$ cat config.mk
export PLATFORM = sky130hd
export DESIGN_NAME = smbios_structure_table_parser
export DESIGN_NICKNAME = d
export VERILOG_FILES = /design/src/sstp_pkg.sv /design/src/smbios_structure_table_parser.sv
export SDC_FILE = /design/constraint.sdc
export NUM_CORES = 1
export LEC_CHECK = 0
export CORE_MARGIN = 5
export CORE_UTILIZATION = 40
export CTS_CLUSTER_SIZE = 20
export DETAILED_ROUTE_END_ITERATION = 10
export DONT_BUFFER_PORTS = 1
export MAX_ROUTING_LAYER = met4
export PLACE_DENSITY = 0.58
export SYNTH_ARGS = -nofsm -noshare
export SYNTH_HDL_FRONTEND = slang
export SYNTH_SLANG_ARGS = --single-unit
$ cat constraint.sdc
create_clock -name i_clk -period 20.2 [get_ports i_clk]
set_clock_uncertainty 0.1 [all_clocks]
set_input_delay 3.03 -clock i_clk [delete_from_list [all_inputs] [get_ports i_clk]]
set_output_delay 3.03 -clock i_clk [all_outputs]
set_load 0.1 [all_outputs]
$ cat src/sstp_pkg.sv
`timescale 1ns / 1ps

package sstp_pkg;

    // parser phase, one-hot
    typedef enum logic [2:0] {
        PH_HEADER    = 3'b001,
        PH_FORMATTED = 3'b010,
        PH_STRINGS   = 3'b100
    } t_phase;

    // table end status codes
    typedef enum logic [2:0] {
        ST_OK         = 3'd0,
        ST_TRUNC_HDR  = 3'd1,
        ST_SHORT_LEN  = 3'd2,
        ST_DATA_ENDS  = 3'd3,
        ST_TOO_LONG   = 3'd4
    } t_status;

    localparam logic       KIND_STRUCT   = 1'b0;
    localparam logic       KIND_TABLE_END = 1'b1;
    localparam logic [23:0] MAX_TABLE_RESET = 24'hFF_FFFF;
    localparam logic [23:0] OFFSET_OUT_MAX  = 24'hFF_FFFF;
    localparam logic [7:0]  HEADER_LEN      = 8'd4;

    // results of one input byte: an optional structure record followed by an
    // optional table end record
    typedef struct packed {
        logic        has_struct;
        logic        has_end;
        logic [7:0]  s_type;
        logic [15:0] s_handle;
        logic [7:0]  s_length;
        logic [7:0]  s_count;
        logic [23:0] s_offset;
        logic [23:0] e_offset;
        logic [15:0] e_total;
        t_status     e_status;
    } t_slot;

endpackage

$ cat src/smbios_structure_table_parser.sv
`timescale 1ns / 1ps

// channel      | direction | handshake               | payload
// -------------+-----------+-------------------------+--------------------------------------
// config       | in        | i_cfg_wr_en             | i_cfg_wr_data (max_table_bytes)
// table bytes  | in        | i_in_valid / o_in_stall | i_data_byte, i_last_byte
// records      | out       | o_out_valid / i_out_stall | o_record_kind .. o_last_result
//
// one byte per cycle while o_in_stall is low: the byte is parsed at its accepting
// edge and its records land in a two-entry result queue; a byte that raises two
// records sends them as two output transactions, so sustained rate is one byte
// per cycle while at most one record per byte comes out, and the queue depth sets
// how long input keeps going under output stall. reset is synchronous, active low,
// and clears parser state, the queue and sets max_table_bytes to all ones. o_in_stall
// is high only while both queue entries are occupied.

module smbios_structure_table_parser #(
    parameter int OFFSET_BITS = 24
) (
    input  logic                i_clk,
    input  logic                i_rst_n,

    input  logic                i_cfg_wr_en,
    input  logic [23:0]         i_cfg_wr_data,

    input  logic                i_in_valid,
    output logic                o_in_stall,
    input  logic [7:0]          i_data_byte,
    input  logic                i_last_byte,

    output logic                o_out_valid,
    input  logic                i_out_stall,
    output logic                o_record_kind,
    output logic [7:0]          o_struct_type,
    output logic [15:0]         o_struct_handle,
    output logic [7:0]          o_formatted_length,
    output logic [7:0]          o_string_count,
    output logic [23:0]         o_struct_offset,
    output logic [15:0]         o_struct_total,
    output sstp_pkg::t_status   o_status,
    output logic                o_last_result
);

    import sstp_pkg::*;

    // width used to compare byte positions against 24-bit quantities
    localparam int WIDE = (OFFSET_BITS > 24) ? OFFSET_BITS : 24;
    localparam logic [OFFSET_BITS-1:0] POS_MAX = {OFFSET_BITS{1'b1}};

    // clamp a byte position to the 24-bit offset field
    function automatic logic [23:0] sat_offset(input logic [OFFSET_BITS-1:0] p);
        logic [WIDE-1:0] ext;
        ext = WIDE'(p);
        if (ext > WIDE'(OFFSET_OUT_MAX))
            return OFFSET_OUT_MAX;
        else
            return ext[23:0];
    endfunction

    function automatic logic [OFFSET_BITS-1:0] pos_inc(input logic [OFFSET_BITS-1:0] p);
        return (p == POS_MAX) ? p : p + 1'b1;
    endfunction

    // configuration
    logic [23:0]            r_max_bytes;

    // parser state
    t_phase                 r_phase,        n_phase;
    logic [1:0]             r_hdr_seen,     n_hdr_seen;
    logic [7:0]             r_type,         n_type;
    logic [7:0]             r_length,       n_length;
    logic [15:0]            r_handle,       n_handle;
    logic [7:0]             r_fmt_left,     n_fmt_left;
    logic [7:0]             r_strings,      n_strings;
    logic                   r_inside,       n_inside;
    logic [OFFSET_BITS-1:0] r_pos,          n_pos;
    logic [OFFSET_BITS-1:0] r_start,        n_start;
    logic [15:0]            r_done,         n_done;
    logic                   r_failed,       n_failed;

    // result queue, two entries of up to two records each
    t_slot                  r_slot [2];
    logic                   r_head, r_tail;
    logic [1:0]             r_count;
    logic                   r_half;     // structure record of head entry already sent

    logic                   in_accept;
    logic                   out_accept;
    logic                   push;
    logic                   pop;
    logic                   emit_struct;
    logic                   emit_end;
    t_status                err;
    logic [23:0]            end_offset;
    logic [OFFSET_BITS-1:0] pos_next;
    logic [7:0]             fmt_dec;
    logic                   set_ends;
    t_slot                  new_slot;
    t_slot                  head_slot;

    assign in_accept  = i_in_valid && !o_in_stall;
    assign o_in_stall = (r_count == 2'd2);

    assign pos_next = pos_inc(r_pos);
    assign fmt_dec  = r_fmt_left - 8'd1;

    // per-byte parse
    always_comb begin
        n_phase     = r_phase;
        n_hdr_seen  = r_hdr_seen;
        n_type      = r_type;
        n_length    = r_length;
        n_handle    = r_handle;
        n_fmt_left  = r_fmt_left;
        n_strings   = r_strings;
        n_inside    = r_inside;
        n_pos       = r_pos;
        n_start     = r_start;
        n_done      = r_done;
        n_failed    = r_failed;
        err         = ST_OK;
        emit_struct = 1'b0;
        emit_end    = 1'b0;
        set_ends    = 1'b0;
        end_offset  = '0;

        if (!r_failed) begin
            if (WIDE'(r_pos) >= WIDE'(r_max_bytes)) begin
                err = ST_TOO_LONG;
            end else begin
                case (r_phase)
                    PH_HEADER: begin
                        case (r_hdr_seen)
                            2'd0: begin
                                n_type  = i_data_byte;
                                n_start = r_pos;
                            end
                            2'd1: n_length = i_data_byte;
                            2'd2: n_handle = {8'd0, i_data_byte};
                            default: n_handle = {i_data_byte, r_handle[7:0]};
                        endcase
                        if (r_hdr_seen != 2'd3) begin
                            n_hdr_seen = r_hdr_seen + 2'd1;
                            if (i_last_byte)
                                err = ST_TRUNC_HDR;
                        end else begin
                            n_hdr_seen = 2'd0;
                            if (r_length < HEADER_LEN) begin
                                err = ST_SHORT_LEN;
                            end else if (i_last_byte) begin
                                err = ST_DATA_ENDS;
                            end else begin
                                n_fmt_left = r_length - HEADER_LEN;
                                n_strings  = 8'd0;
                                n_inside   = 1'b0;
                                n_phase    = (r_length != HEADER_LEN) ? PH_FORMATTED
                                                                      : PH_STRINGS;
                            end
                        end
                    end
                    PH_FORMATTED: begin
                        if (i_last_byte) begin
                            err = ST_DATA_ENDS;
                        end else begin
                            n_fmt_left = fmt_dec;
                            if (fmt_dec == 8'd0)
                                n_phase = PH_STRINGS;
                        end
                    end
                    default: begin
                        if (r_inside) begin
                            if (i_data_byte == 8'd0)
                                n_inside = 1'b0;
                        end else if (r_strings != 8'd0 && i_data_byte == 8'd0) begin
                            set_ends = 1'b1;
                        end else begin
                            if (r_strings != 8'hFF)
                                n_strings = r_strings + 8'd1;
                            n_inside = (i_data_byte != 8'd0);
                        end
                        if (set_ends || i_last_byte) begin
                            emit_struct = 1'b1;
                            if (r_done != 16'hFFFF)
                                n_done = r_done + 16'd1;
                        end
                        if (set_ends) begin
                            n_phase    = PH_HEADER;
                            n_hdr_seen = 2'd0;
                            n_strings  = 8'd0;
                            n_inside   = 1'b0;
                            n_start    = pos_next;
                        end
                    end
                endcase
            end

            if (err != ST_OK) begin
                emit_end   = 1'b1;
                end_offset = sat_offset(n_start);
                n_failed   = 1'b1;
            end else begin
                n_pos = pos_next;
                if (i_last_byte) begin
                    emit_end   = 1'b1;
                    end_offset = sat_offset(pos_next);
                end
            end
        end
    end

    always_comb begin
        new_slot.has_struct = emit_struct;
        new_slot.has_end    = emit_end;
        new_slot.s_type     = r_type;
        new_slot.s_handle   = r_handle;
        new_slot.s_length   = r_length;
        // a set that ends reports the count it had before the closing zero
        new_slot.s_count    = set_ends ? r_strings : n_strings;
        new_slot.s_offset   = sat_offset(r_start);
        new_slot.e_offset   = end_offset;
        new_slot.e_total    = n_done;
        new_slot.e_status   = err;
    end

    // parser registers; the final byte of a table always starts a fresh table
    always_ff @(posedge i_clk) begin
        if (!i_rst_n || (in_accept && i_last_byte)) begin
            r_phase    <= PH_HEADER;
            r_hdr_seen <= 2'd0;
            r_type     <= 8'd0;
            r_length   <= 8'd0;
            r_handle   <= 16'd0;
            r_fmt_left <= 8'd0;
            r_strings  <= 8'd0;
            r_inside   <= 1'b0;
            r_pos      <= '0;
            r_start    <= '0;
            r_done     <= 16'd0;
            r_failed   <= 1'b0;
        end else if (in_accept) begin
            r_phase    <= n_phase;
            r_hdr_seen <= n_hdr_seen;
            r_type     <= n_type;
            r_length   <= n_length;
            r_handle   <= n_handle;
            r_fmt_left <= n_fmt_left;
            r_strings  <= n_strings;
            r_inside   <= n_inside;
            r_pos      <= n_pos;
            r_start    <= n_start;
            r_done     <= n_done;
            r_failed   <= n_failed;
        end
    end

    always_ff @(posedge i_clk) begin
        if (!i_rst_n) begin
            r_max_bytes <= MAX_TABLE_RESET;
        end else if (i_cfg_wr_en) begin
            r_max_bytes <= i_cfg_wr_data;
        end
    end

    // result queue
    assign push       = in_accept && (emit_struct || emit_end);
    assign head_slot  = r_slot[r_head];
    assign out_accept = o_out_valid && !i_out_stall;
    // a two-record entry leaves only after its second transaction
    assign pop        = out_accept && !(head_slot.has_struct && head_slot.has_end && !r_half);

    always_ff @(posedge i_clk) begin
        if (push)
            r_slot[r_tail] <= new_slot;
    end

    always_ff @(posedge i_clk) begin
        if (!i_rst_n) begin
            r_head  <= 1'b0;
            r_tail  <= 1'b0;
            r_count <= 2'd0;
            r_half  <= 1'b0;
        end else begin
            if (push)
                r_tail <= ~r_tail;
            if (pop)
                r_head <= ~r_head;
            case ({push, pop})
                2'b10:   r_count <= r_count + 2'd1;
                2'b01:   r_count <= r_count - 2'd1;
                default: r_count <= r_count;
            endcase
            if (pop)
                r_half <= 1'b0;
            else if (out_accept)
                r_half <= 1'b1;
        end
    end

    // output selection from the head entry
    assign o_out_valid = (r_count != 2'd0);

    always_comb begin
        if (head_slot.has_struct && !r_half) begin
            o_record_kind      = KIND_STRUCT;
            o_struct_type      = head_slot.s_type;
            o_struct_handle    = head_slot.s_handle;
            o_formatted_length = head_slot.s_length;
            o_string_count     = head_slot.s_count;
            o_struct_offset    = head_slot.s_offset;
            o_struct_total     = 16'd0;
            o_status           = ST_OK;
            o_last_result      = !head_slot.has_end;
        end else begin
            o_record_kind      = KIND_TABLE_END;
            o_struct_type      = 8'd0;
            o_struct_handle    = 16'd0;
            o_formatted_length = 8'd0;
            o_string_count     = 8'd0;
            o_struct_offset    = head_slot.e_offset;
            o_struct_total     = head_slot.e_total;
            o_status           = head_slot.e_status;
            o_last_result      = 1'b1;
        end
    end

endmodule

==> impl_metrics.yaml, run 1 <==
grt:
  track_usage: 0.190
  overflow: 0
  antenna_found_initial: 0
  grt_pass1_vias: 11435
  grt_max_degree: 83
  grt_pass1_wl_mm: 68.6
layout:
  drive_gt1_frac: 0.130
  syn2layout_area_growth_pct: 11.1
  layoutNonFillerInstCount: 2094
  insertedDiodeCount: 0
  nNetsFinal: 1599
clocking:
  hold_buffers: 0
  cts-resized-gates: 0
  clk_pin_slew_ns: 0.06
  h-tree-depth: 2
  clkLatencyLatePin_ns: 0.56
  cts_tree: "yes"
  numCtsBuffers: 41
  clk_path_buf_depth: 3
  cts_root_buffer: "clkbuf_16"
  clock_sinks: 367
  post_cts_buffers: 0
setup_path:
  r2r_end: "r_slot[0][32]"
  crit_buf_inv: 3
  cp.arrival_ns: 6.79
  critPathLaunchType: "input port"
  endpoint_kind: "flop"
  slowest_delay_ns: 0.76
  worstSetupPathDepth: 9
  rr_worst_depth: 12
  cp_common_cell: "buf_4"
  path_class: "input port to flop"
  worstPathRequired_ns: 20.28
  path_delay_family: "simple AND/OR/NAND/NOR gates"
  crit_slowest_cell: "buf_4"
  worstSetupStartpoint: "i_data_byte[3]"
  reg2reg_slack_ns: 15.08
  worstPathCellList: "or4_1, a211o_4, nor2_8, nand2_1, a31oi_1, inv_1, nor2_4, buf_4, buf_4"
  cp_max_fo: 70
  rr_startpoint: "r_pos[21]"
floorplan:
  dieWidth_um: 217
  num_rows: 75
  num_io_pins: 125
  floorplan.initialDensity: 0.405
  dieArea_um2: 46900
  coreArea_um2: 42100
  dieHeight_um: 217
min_path:
  min_to: "r_slot[0][85]"
  hold_depth: 0
  min_path_type: "flop to flop"
  hold_start: "r_handle[2]"
logic_synthesis:
  synth_seq_area_share: 0.558
  yosysTopAreaCellShare: 0.383
  synth_async_sr_flop_share: 0
  synthFlopType: "edfxtp_1"
  synth_area_um2: 17100
  synthCells: 1584
  synth_warnings: 0
  ys_types: 75
  yosys.area.top_type: "edfxtp_1"
  synth.area.top_cells: "edfxtp_1 (38%), dfxtp_1 (17%), mux2i_1 (4.2%)"
  synth_area_per_cell_um2: 10.8
  ys_ff_latch: 367
  synth_fp_nets: 1660
  synth_edf_count: 218
power:
  leakage_nw: 6.56
  ir_drop_uv: 49.4
  power.density_nw_per_um2: 112
job:
  maxCapViolCount: 0
sta:
  setup_viol: 0
  setup_tns_ns: 0
  rsz0062_at_grt: "false"
  relSlewSlack: 0.232
  period_minus_slack_ns: 6.71
  hold_viol_final: 0
  final_min_period_over_clock_period: 0.332
  finalMaxSlewViolations: 0
  tightest_slew_ns: 1.15
  fmax_mhz: 149
  fin_hold_ws_ns: 0.354
place:
  port-buffer-count: 0
  place_inst: 2019
  dp_hpwl_mm: 29.7
  routabilityCongestion: 0.896
detailed_routing:
  drc_errors: 0
  routed_via_density: 5.68
  wl_mm: 43.8
  drtIter0Drc: 1056
  route.detailed.wl_per_inst_um: 20.9
  vias: 11888
  ant_nets: 0
  dr.pass1.iters: 5
status:
  status: "complete, no violations"
==> power by group <==
part | internal [mW] | leakage [nW] | total, mW | switching (mW)
Combinational | 0.0847 | 2.60 | 0.499 | 0.414
Sequential | 0.834 | 3.28 | 0.866 | 0.0325
Clock | 0.468 | 0.677 | 0.762 | 0.294
==> registers in the layout (all words and copies together), names as in the netlist, 2 cells and up, named ones only <==
| register | cells |
|---|---|
| r_count | 2 |
| r_done | 16 |
| r_fmt_left | 8 |
| r_handle | 16 |
| r_hdr_seen | 2 |
| r_length | 8 |
| r_max_bytes | 24 |
| r_phase | 3 |
| r_pos | 24 |
| r_slot | 218 |
| r_start | 24 |
| r_strings | 8 |
| r_type | 8 |
==> metrics by stage <==
step	utilization	setup WS, ns	area, µm²	power (mW)
6_report	0.450	13.49	19000	2.13
3_5_place_dp	0.417	12.88	17600	1.39
5_1_grt	0.450	13.26	19000	2.21
2_1_floorplan	-	10.37	17100	1.31
4_1_cts	0.450	13.34	19000	2.15
3_3_place_gp	0.417	12.93	17600	1.38
==> metal layers <==
layer	vias to the layer above	share of wire	global-route usage
li1	5680	-	-
met1	5702	0.47	0.272
met2	440	0.42	0.264
met3	66	0.093	0.0586
met4	0	0.020	0.0475
met5	-	0	-
==> cell type report <==
class                      instances  area (µm²)
inverter                          45         170
sequential                       367        9530
clock inverter                     9         155
fill                            3846       23200
timing repair buffer              15         113
clock buffer                      66        1230
tap                              539         674
multi-input combinational       1053        7100
==> cells in the final DEF, fill, tap and decap left out, types with 5 or more instances in the layout <==
| cell type | count |
|---|---|
| a21oi_1 | 114 |
| a31oi_1 | 10 |
| mux4_2 | 24 |
| xnor2_1 | 28 |
| o21ai_0 | 49 |
| nor2_1 | 120 |
| buf_4 | 15 |
| a22oi_1 | 7 |
| clkbuf_16 | 42 |
| nand3b_1 | 8 |
| nand2_1 | 164 |
| clkbuf_8 | 9 |
| a221oi_1 | 18 |
| o21ai_1 | 6 |
| o211ai_1 | 26 |
| o221a_2 | 6 |
| nor4_1 | 15 |
| nor3_1 | 35 |
| edfxtp_1 | 218 |
| a211oi_1 | 16 |
| and4_1 | 7 |
| nand3_1 | 42 |
| o22ai_1 | 14 |
| clkbuf_1 | 15 |
| and2_1 | 17 |
| mux2_2 | 5 |
| dfxtp_1 | 148 |
| nand4_1 | 17 |
| nand2b_1 | 9 |
| xor2_1 | 25 |
| a311oi_1 | 5 |
| inv_1 | 44 |
| a32o_1 | 8 |
| mux2i_1 | 71 |
| nor2_2 | 61 |
| ha_1 | 38 |
| and3_1 | 15 |
==> how the worst max path moves through the flow <==
stage / slack [ns] / end
after floorplan: 10.37 / r_slot[0][0]
after CTS: 13.34 / o_struct_handle[11]
after global placement: 12.93 / r_slot[0][28]
final: 13.49 / r_slot[0][32]
after global routing: 13.26 / r_slot[0][47]
after detailed placement: 12.88 / r_slot[0][46]
==> synth_stat cells (7+ instances only) <==
cell	n
a22oi_1	7
o22ai_1	14
dfxtp_1	149
mux2i_1	71
mux4_2	24
and3_1	15
nor3_1	35
buf_1	11
xor2_1	25
nand4_1	17
nor2_1	181
and2_1	18
o211ai_1	26
nand3b_1	8
a211oi_1	17
ha_1	38
a221oi_1	18
nand3_1	42
nand2_1	165
and4_1	7
nor4_1	15
o21ai_0	49
inv_1	44
nand2b_1	9
buf_2	11
clkbuf_1	95
a21oi_1	115
a31oi_1	10
edfxtp_1	218
a32o_1	8
xnor2_1	28
==> logic make-up (layout without fill, tap and decap cells) <==
group           after synthesis  after routing  share of synthesized area
mux                         100            100                     0.0766
compound gates              320            320                      0.124
buf+inv                     164            135                     0.0373
xor+xnor                     53             53                     0.0272
fa+ha+maj                    38             38                     0.0278
flops                       367            367                      0.558
simple gates                542            542                      0.149
No activity file was read; power rests on OpenSTA's default activity.
==> run 2: changes to the inputs <==
--- a/config.mk
+++ b/config.mk
@@ -5,13 +5,14 @@
 export SDC_FILE = /design/constraint.sdc
 export NUM_CORES = 1
 export LEC_CHECK = 0
+export ABC_AREA = 1
 export CORE_MARGIN = 5
 export CORE_UTILIZATION = 40
 export CTS_CLUSTER_SIZE = 20
 export DETAILED_ROUTE_END_ITERATION = 10
 export DONT_BUFFER_PORTS = 1
 export MAX_ROUTING_LAYER = met4
-export PLACE_DENSITY = 0.58
+export PLACE_DENSITY = 0.6
 export SYNTH_ARGS = -nofsm -noshare
 export SYNTH_HDL_FRONTEND = slang
 export SYNTH_SLANG_ARGS = --single-unit
==> constraint.sdc (replaced) <==
create_clock -name i_clk -period 5.8 [get_ports i_clk]
set_clock_uncertainty 0.1 [all_clocks]
set_input_delay 0.87 -clock i_clk [delete_from_list [all_inputs] [get_ports i_clk]]
set_output_delay 0.87 -clock i_clk [all_outputs]
set_load 0.1 [all_outputs]
==> run 2 against run 1 <==
- combinational power rose to 5.4 times the previous value
- highest routed layer unchanged
- sequential cell count unchanged
- core utilization up 0.49 points
- sequential power rose to 3.7 times the previous value
- critical path type is now flop to output port
- sequential share of layout area down 3.8 points
- worst setup slack worse by 12 ns
==> impl_metrics.yaml, run 2 <==
power:
  power.density_nw_per_um2: 420
  swShare: 0.402
  clkPwrFrac: 0.312
  internal-power_mw: 5.15
  p_comb_frac: 0.314
  power.switching_mw: 3.46
  seqPwrFrac: 0.374
  ir_drop_uv: 227
  leakage_nw: 8.47
logic_synthesis:
  yosysTopAreaCellShare: 0.361
  synth_edf_count: 218
  synth.most_common_cell: "nand2_1"
  ys_types: 47
  synth_area_per_cell_um2: 8.44
  synthFlopType: "edfxtp_1"
  synth_warnings: 0
  synth_common_cells: "nand2_1 (569), edfxtp_1 (218), inv_1 (191), o21ai_0 (184), a21oi_1 (177)"
  synth_async_sr_flop_share: 0
  synth_seq_area_share: 0.525
  synthCells: 2152
  synth.area.top_cells: "edfxtp_1 (36%), dfxtp_1 (16%), nand2_1 (12%)"
  yosys.area.top_type: "edfxtp_1"
  ys_ff_latch: 367
  synth_fp_nets: 2228
  synth_area_um2: 18200
clocking:
  clk_path_buf_depth: 3
  cts-resized-gates: 0
  clkLatencyLatePin_ns: 0.57
  post_cts_buffers: 0
  clock_sinks: 367
  cts_root_buffer: "clkbuf_16"
  numCtsBuffers: 41
  cts_tree: "yes"
  h-tree-depth: 2
  clk_pin_slew_ns: 0.06
  hold_buffers: 0
setup_path:
  critPathLaunchType: "flop"
  rr_worst_depth: 14
  reg2reg_slack_ns: 2.00
  path_class: "flop to output port"
  rr_startpoint: "r_pos[0]"
  worstPathCellList: "inv_2, nand2_1, nand2_1, nand2_4, buf_4, a21oi_2, buf_4"
  cp_max_fo: 68
  r2r_end: "r_slot[0][55]"
  crit_slowest_cell: "buf_4"
  slowest_delay_ns: 0.85
  worstPathRequired_ns: 4.83
  endpoint_kind: "output port"
  cp.arrival_ns: 3.50
detailed_routing:
  routed_via_density: 5.22
  drtIter0Drc: 1172
  wl_mm: 49.0
  route.detailed.wl_per_inst_um: 17.7
  drc_errors: 0
  dr.pass1.iters: 5
  vias: 14458
  ant_nets: 0
grt:
  grt_pass1_wl_mm: 77.1
  grt_pass1_vias: 13563
  grt_max_degree: 85
  antenna_found_initial: 0
  overflow: 0
  track_usage: 0.197
layout:
  final_common_cell: "nand2_1"
  final_cell_mix: "nand2_1 (568), edfxtp_1 (218), inv_1 (189)"
  insertedDiodeCount: 0
  utilization: 0.455
  drive_gt1_frac: 0.129
  syn2layout_area_growth_pct: 13.1
  nNetsFinal: 2213
  largest_register: "r_slot"
  largest_register_ffs: 218
sta:
  finalMaxSlewViolations: 0
  relSlewSlack: 0.217
  setup_tns_ns: 0
  hold_viol_final: 0
  setup_viol: 0
  final_min_period_over_clock_period: 0.770
  tightest_slew_ns: 1.17
  fmax_mhz: 224
  period_minus_slack_ns: 4.47
  rsz0062_at_grt: "false"
place:
  routabilityCongestion: 0.942
  dp_hpwl_mm: 33.3
  port-buffer-count: 0
floorplan:
  dieHeight_um: 223
  floorplan.initialDensity: 0.403
  dieWidth_um: 223
  coreArea_um2: 45100
  num_io_pins: 125
  dieArea_um2: 49700
  num_rows: 78
min_path:
  min_path_type: "input port to flop"
  hold_depth: 1
  min_to: "r_max_bytes[0]"
  hold_start: "i_cfg_wr_en"
status:
  status: "complete, no violations"
job:
  maxCapViolCount: 0
run 2: cell types whose count changed after synthesis, moves of 19 or more:
cell / delta
a21oi_1: +62
inv_1: +147
mux2i_1: -47
mux4_2: -24
nand2_1: +404
nand3_1: +54
nor2_1: -25
nor3_1: -21
o21ai_0: +135
or2_2: +24
xnor2_1: -19
run 2: kinds of logic after synthesis:
family | Yosys count | share of synthesized area
and+or+nand+nor | 924 | 0.217
AOI/OAI and AO/OA | 450 | 0.135
DFF | 367 | 0.525
buffers and inverters | 325 | 0.0720
adders and majority gates | 38 | 0.0262
xor gates and xnor gates | 24 | 0.0116
muxes | 24 | 0.0132
run 2: worst max path at each step:
stage                     slack, ns  cells after the start                end
final                          1.33                      7  o_string_count[5]
after global routing           1.11                      7  o_string_count[6]
after CTS                      1.26                      7  o_string_count[6]
after detailed placement       1.88                      7  o_string_count[6]
after global placement         1.95                      7  o_string_count[6]
after floorplan                0.52                     14       r_slot[0][0]
run 2: through the flow:
stage	std cells	power, mW	hold WS, ns	area, µm²	setup slack (ns)
floorplan	2152	5.38	0.320	18200	0.520
global placement	2694	5.96	0.331	19100	1.95
detailed placement	2694	6.00	0.337	19100	1.88
CTS	2769	8.69	0.291	20500	1.26
global route	2769	8.98	0.312	20500	1.11
finish	2769	8.62	0.324	20500	1.33
run 2: power by group through the flow:
stage               Sequential (mW)  Clock [mW]  Combinational, mW
finish                         3.23        2.69               2.70
floorplan                      3.20           0               2.18
detailed placement             3.28           0               2.72
global route                   3.25        2.85               2.88
global placement               3.27           0               2.70
CTS                            3.22        2.74               2.73
run 2: cell type report:
class                      count  area (µm²)
sequential                   367        9530
inverter                     205         774
timing repair buffer          62         490
tap                          600         751
multi-input combinational   1460        7590
clock inverter                17         214
clock buffer                  58        1180
fill                        4350       24600
run 2: layer usage:
metal,vias to the layer above,track usage,part of all wire
met5,-,-,0
met4,0,0.0512,0.019
met3,67,0.0367,0.061
met2,404,0.283,0.43
met1,6841,0.289,0.49
li1,7146,-,-
run 2: critical path: cells and delay by family (launching register included):
family | cells | cell delay, ns
AO/OA/AOI/OAI | 1 | 0.05
buffers and inverters | 3 | 1.20
flip-flops | 1 | 0.74
AND/OR/NAND/NOR | 3 | 0.84
==> run 3: changes to the inputs <==
--- a/config.mk
+++ b/config.mk
@@ -12,7 +12,7 @@
 export DETAILED_ROUTE_END_ITERATION = 10
 export DONT_BUFFER_PORTS = 1
 export MAX_ROUTING_LAYER = met4
-export PLACE_DENSITY = 0.6
+export PLACE_DENSITY = 0.58
 export SYNTH_ARGS = -nofsm -noshare
 export SYNTH_HDL_FRONTEND = slang
 export SYNTH_SLANG_ARGS = --single-unit
==> constraint.sdc (replaced) <==
create_clock -name i_clk -period 4.3 [get_ports i_clk]
set_clock_uncertainty 0.1 [all_clocks]
set_input_delay 0.645 -clock i_clk [delete_from_list [all_inputs] [get_ports i_clk]]
set_output_delay 0.645 -clock i_clk [all_outputs]
set_load 0.1 [all_outputs]
==> run 3 against run 2 <==
- clock power grew 43%
- worst hold slack lost 0.24 ns
- sequential power grew 34%
- core utilization grew 2.2 points
- combinational power grew 51%
- global-route usage grew 0.23 points
- largest power group unchanged
==> impl_metrics.yaml, run 3 (synthesis gave the netlist of run 2 again) <==
status:
  status: "complete, no violations"
setup_path:
  crit_slowest_cell: "buf_4"
  cp.arrival_ns: 3.55
  crit_buf_inv: 3
  critPathLaunchType: "flop"
  rr_startpoint: "r_pos[0]"
  path_delay_family: "simple AND/OR/NAND/NOR gates"
  r2r_end: "r_slot[0][25]"
  reg2reg_slack_ns: 0.83
  slowest_delay_ns: 0.52
  worstPathCellList: "inv_1, ha_1, nand2_1, nor2_1, a21oi_1, nand3_1, nand2_1, nand3_2, inv_2, nand2_1, nand2_1, nand2_1, nor2_4, buf_4"
  endpoint_kind: "flop"
  rr_worst_depth: 14
  worstPathRequired_ns: 4.39
  cp_common_cell: "nand2_1"
  path_class: "flop to flop"
  cp_max_fo: 46
clocking:
  hold_buffers: 0
  numCtsBuffers: 41
  cts_root_buffer: "clkbuf_16"
  h-tree-depth: 2
  cts-resized-gates: 0
  clkLatencyLatePin_ns: 0.58
  clock_sinks: 367
  cts_tree: "yes"
  clk_path_buf_depth: 3
  clk_pin_slew_ns: 0.06
  post_cts_buffers: 0
sta:
  hold_viol_final: 0
  fin_hold_ws_ns: 0.0889
  tightest_slew_ns: 1.06
  fmax_mhz: 289
  period_minus_slack_ns: 3.47
  setup_tns_ns: 0
  rsz0062_at_grt: "false"
  setup_viol: 0
  relSlewSlack: 0.293
  finalWorstSetupSlack_ns: 0.834
  final_min_period_over_clock_period: 0.806
  finalMaxSlewViolations: 0
layout:
  insertedDiodeCount: 0
  utilization: 0.477
  final_cell_mix: "nand2_1 (568), edfxtp_1 (218), inv_1 (189)"
  nNetsFinal: 2256
  final_common_cell: "nand2_1"
  nFillCells: 4298
  largest_register: "r_slot"
  syn2layout_area_growth_pct: 18.5
  largest_register_ffs: 218
  drive_gt1_frac: 0.146
detailed_routing:
  dr.pass1.iters: 6
  route.detailed.wl_per_inst_um: 17.4
  drc_errors: 0
  ant_nets: 0
  wl_mm: 49.0
  routed_via_density: 5.16
  vias: 14525
  drtIter0Drc: 1131
power:
  finalPower_mw: 12.3
  ir_drop_uv: 376
  power.density_nw_per_um2: 570
  leakage_nw: 8.87
grt:
  grt_max_degree: 73
  grt_pass1_wl_mm: 78.5
  antenna_found_initial: 0
  track_usage: 0.200
  overflow: 0
  grt_pass1_vias: 13701
min_path:
  hold_depth: 1
  hold_start: "i_cfg_wr_en"
  min_to: "r_max_bytes[23]"
  min_path_type: "input port to flop"
floorplan:
  dieArea_um2: 49700
  dieHeight_um: 223
  floorplan.initialDensity: 0.403
  num_rows: 78
  num_io_pins: 125
  coreArea_um2: 45100
  dieWidth_um: 223
job:
  maxCapViolCount: 0
place:
  port-buffer-count: 0
  dp_hpwl_mm: 33.6
  routabilityCongestion: 0.932
  place_ws_ns: 0.875
[run 3: layout make-up]
class,instances,area [µm²],area share
clock buffer,54,1130,0.0528
multi-input combinational,1460,7590,0.353
inverter,205,776,0.0361
tap,600,751,0.0349
timing repair buffer,105,1360,0.0634
sequential,367,9530,0.443
clock inverter,22,360,0.0168
[run 3: worst max path at each step]
stage          startpoint            end  slack, ns  cells past startpoint
6_report         r_pos[0]  r_slot[0][25]       0.83                     14
5_1_grt         r_pos[21]  r_slot[0][53]       0.60                     15
4_1_cts          r_pos[0]  r_slot[0][25]       0.85                     14
3_5_place_dp     r_pos[0]  r_slot[0][49]       0.88                     14
3_3_place_gp     r_pos[0]  r_slot[0][49]       0.94                     14
2_1_floorplan    r_pos[0]   r_slot[0][0]       0.23                     14
[run 3: worst reg2reg max path: cells and delay by family (launching register included)]
| kind | cells | cell delay [ns] |
|---|---|---|
| compound gates | 1 | 0.12 |
| fa+ha+maj | 1 | 0.29 |
| buf+inv | 3 | 0.87 |
| simple gates | 9 | 1.22 |
| flops | 1 | 0.47 |
[run 3: metal layers]
| layer | up-vias | wire length (µm) | global-route usage |
|---|---|---|---|
| li1 | 7226 | - | - |
| met1 | 6852 | 23800 | 0.291 |
| met2 | 376 | 21600 | 0.295 |
| met3 | 71 | 2680 | 0.0318 |
| met4 | 0 | 989 | 0.0449 |
| met5 | - | 0 | - |
[run 3: stage by stage]
step / std cells / area [µm²]
floorplan: 2152 / 18200
global placement: 2737 / 20000
detailed placement: 2737 / 20000
CTS: 2813 / 21500
global route: 2813 / 21500
finish: 2813 / 21500
[run 3: where the power goes]
part	switching (mW)	leakage (nW)	internal, mW	total [mW]
clock network	1.48	0.727	2.36	3.84
registers	0.208	3.29	4.11	4.32
logic	3.07	4.85	1.02	4.09
total	4.76	8.87	7.49	12.3
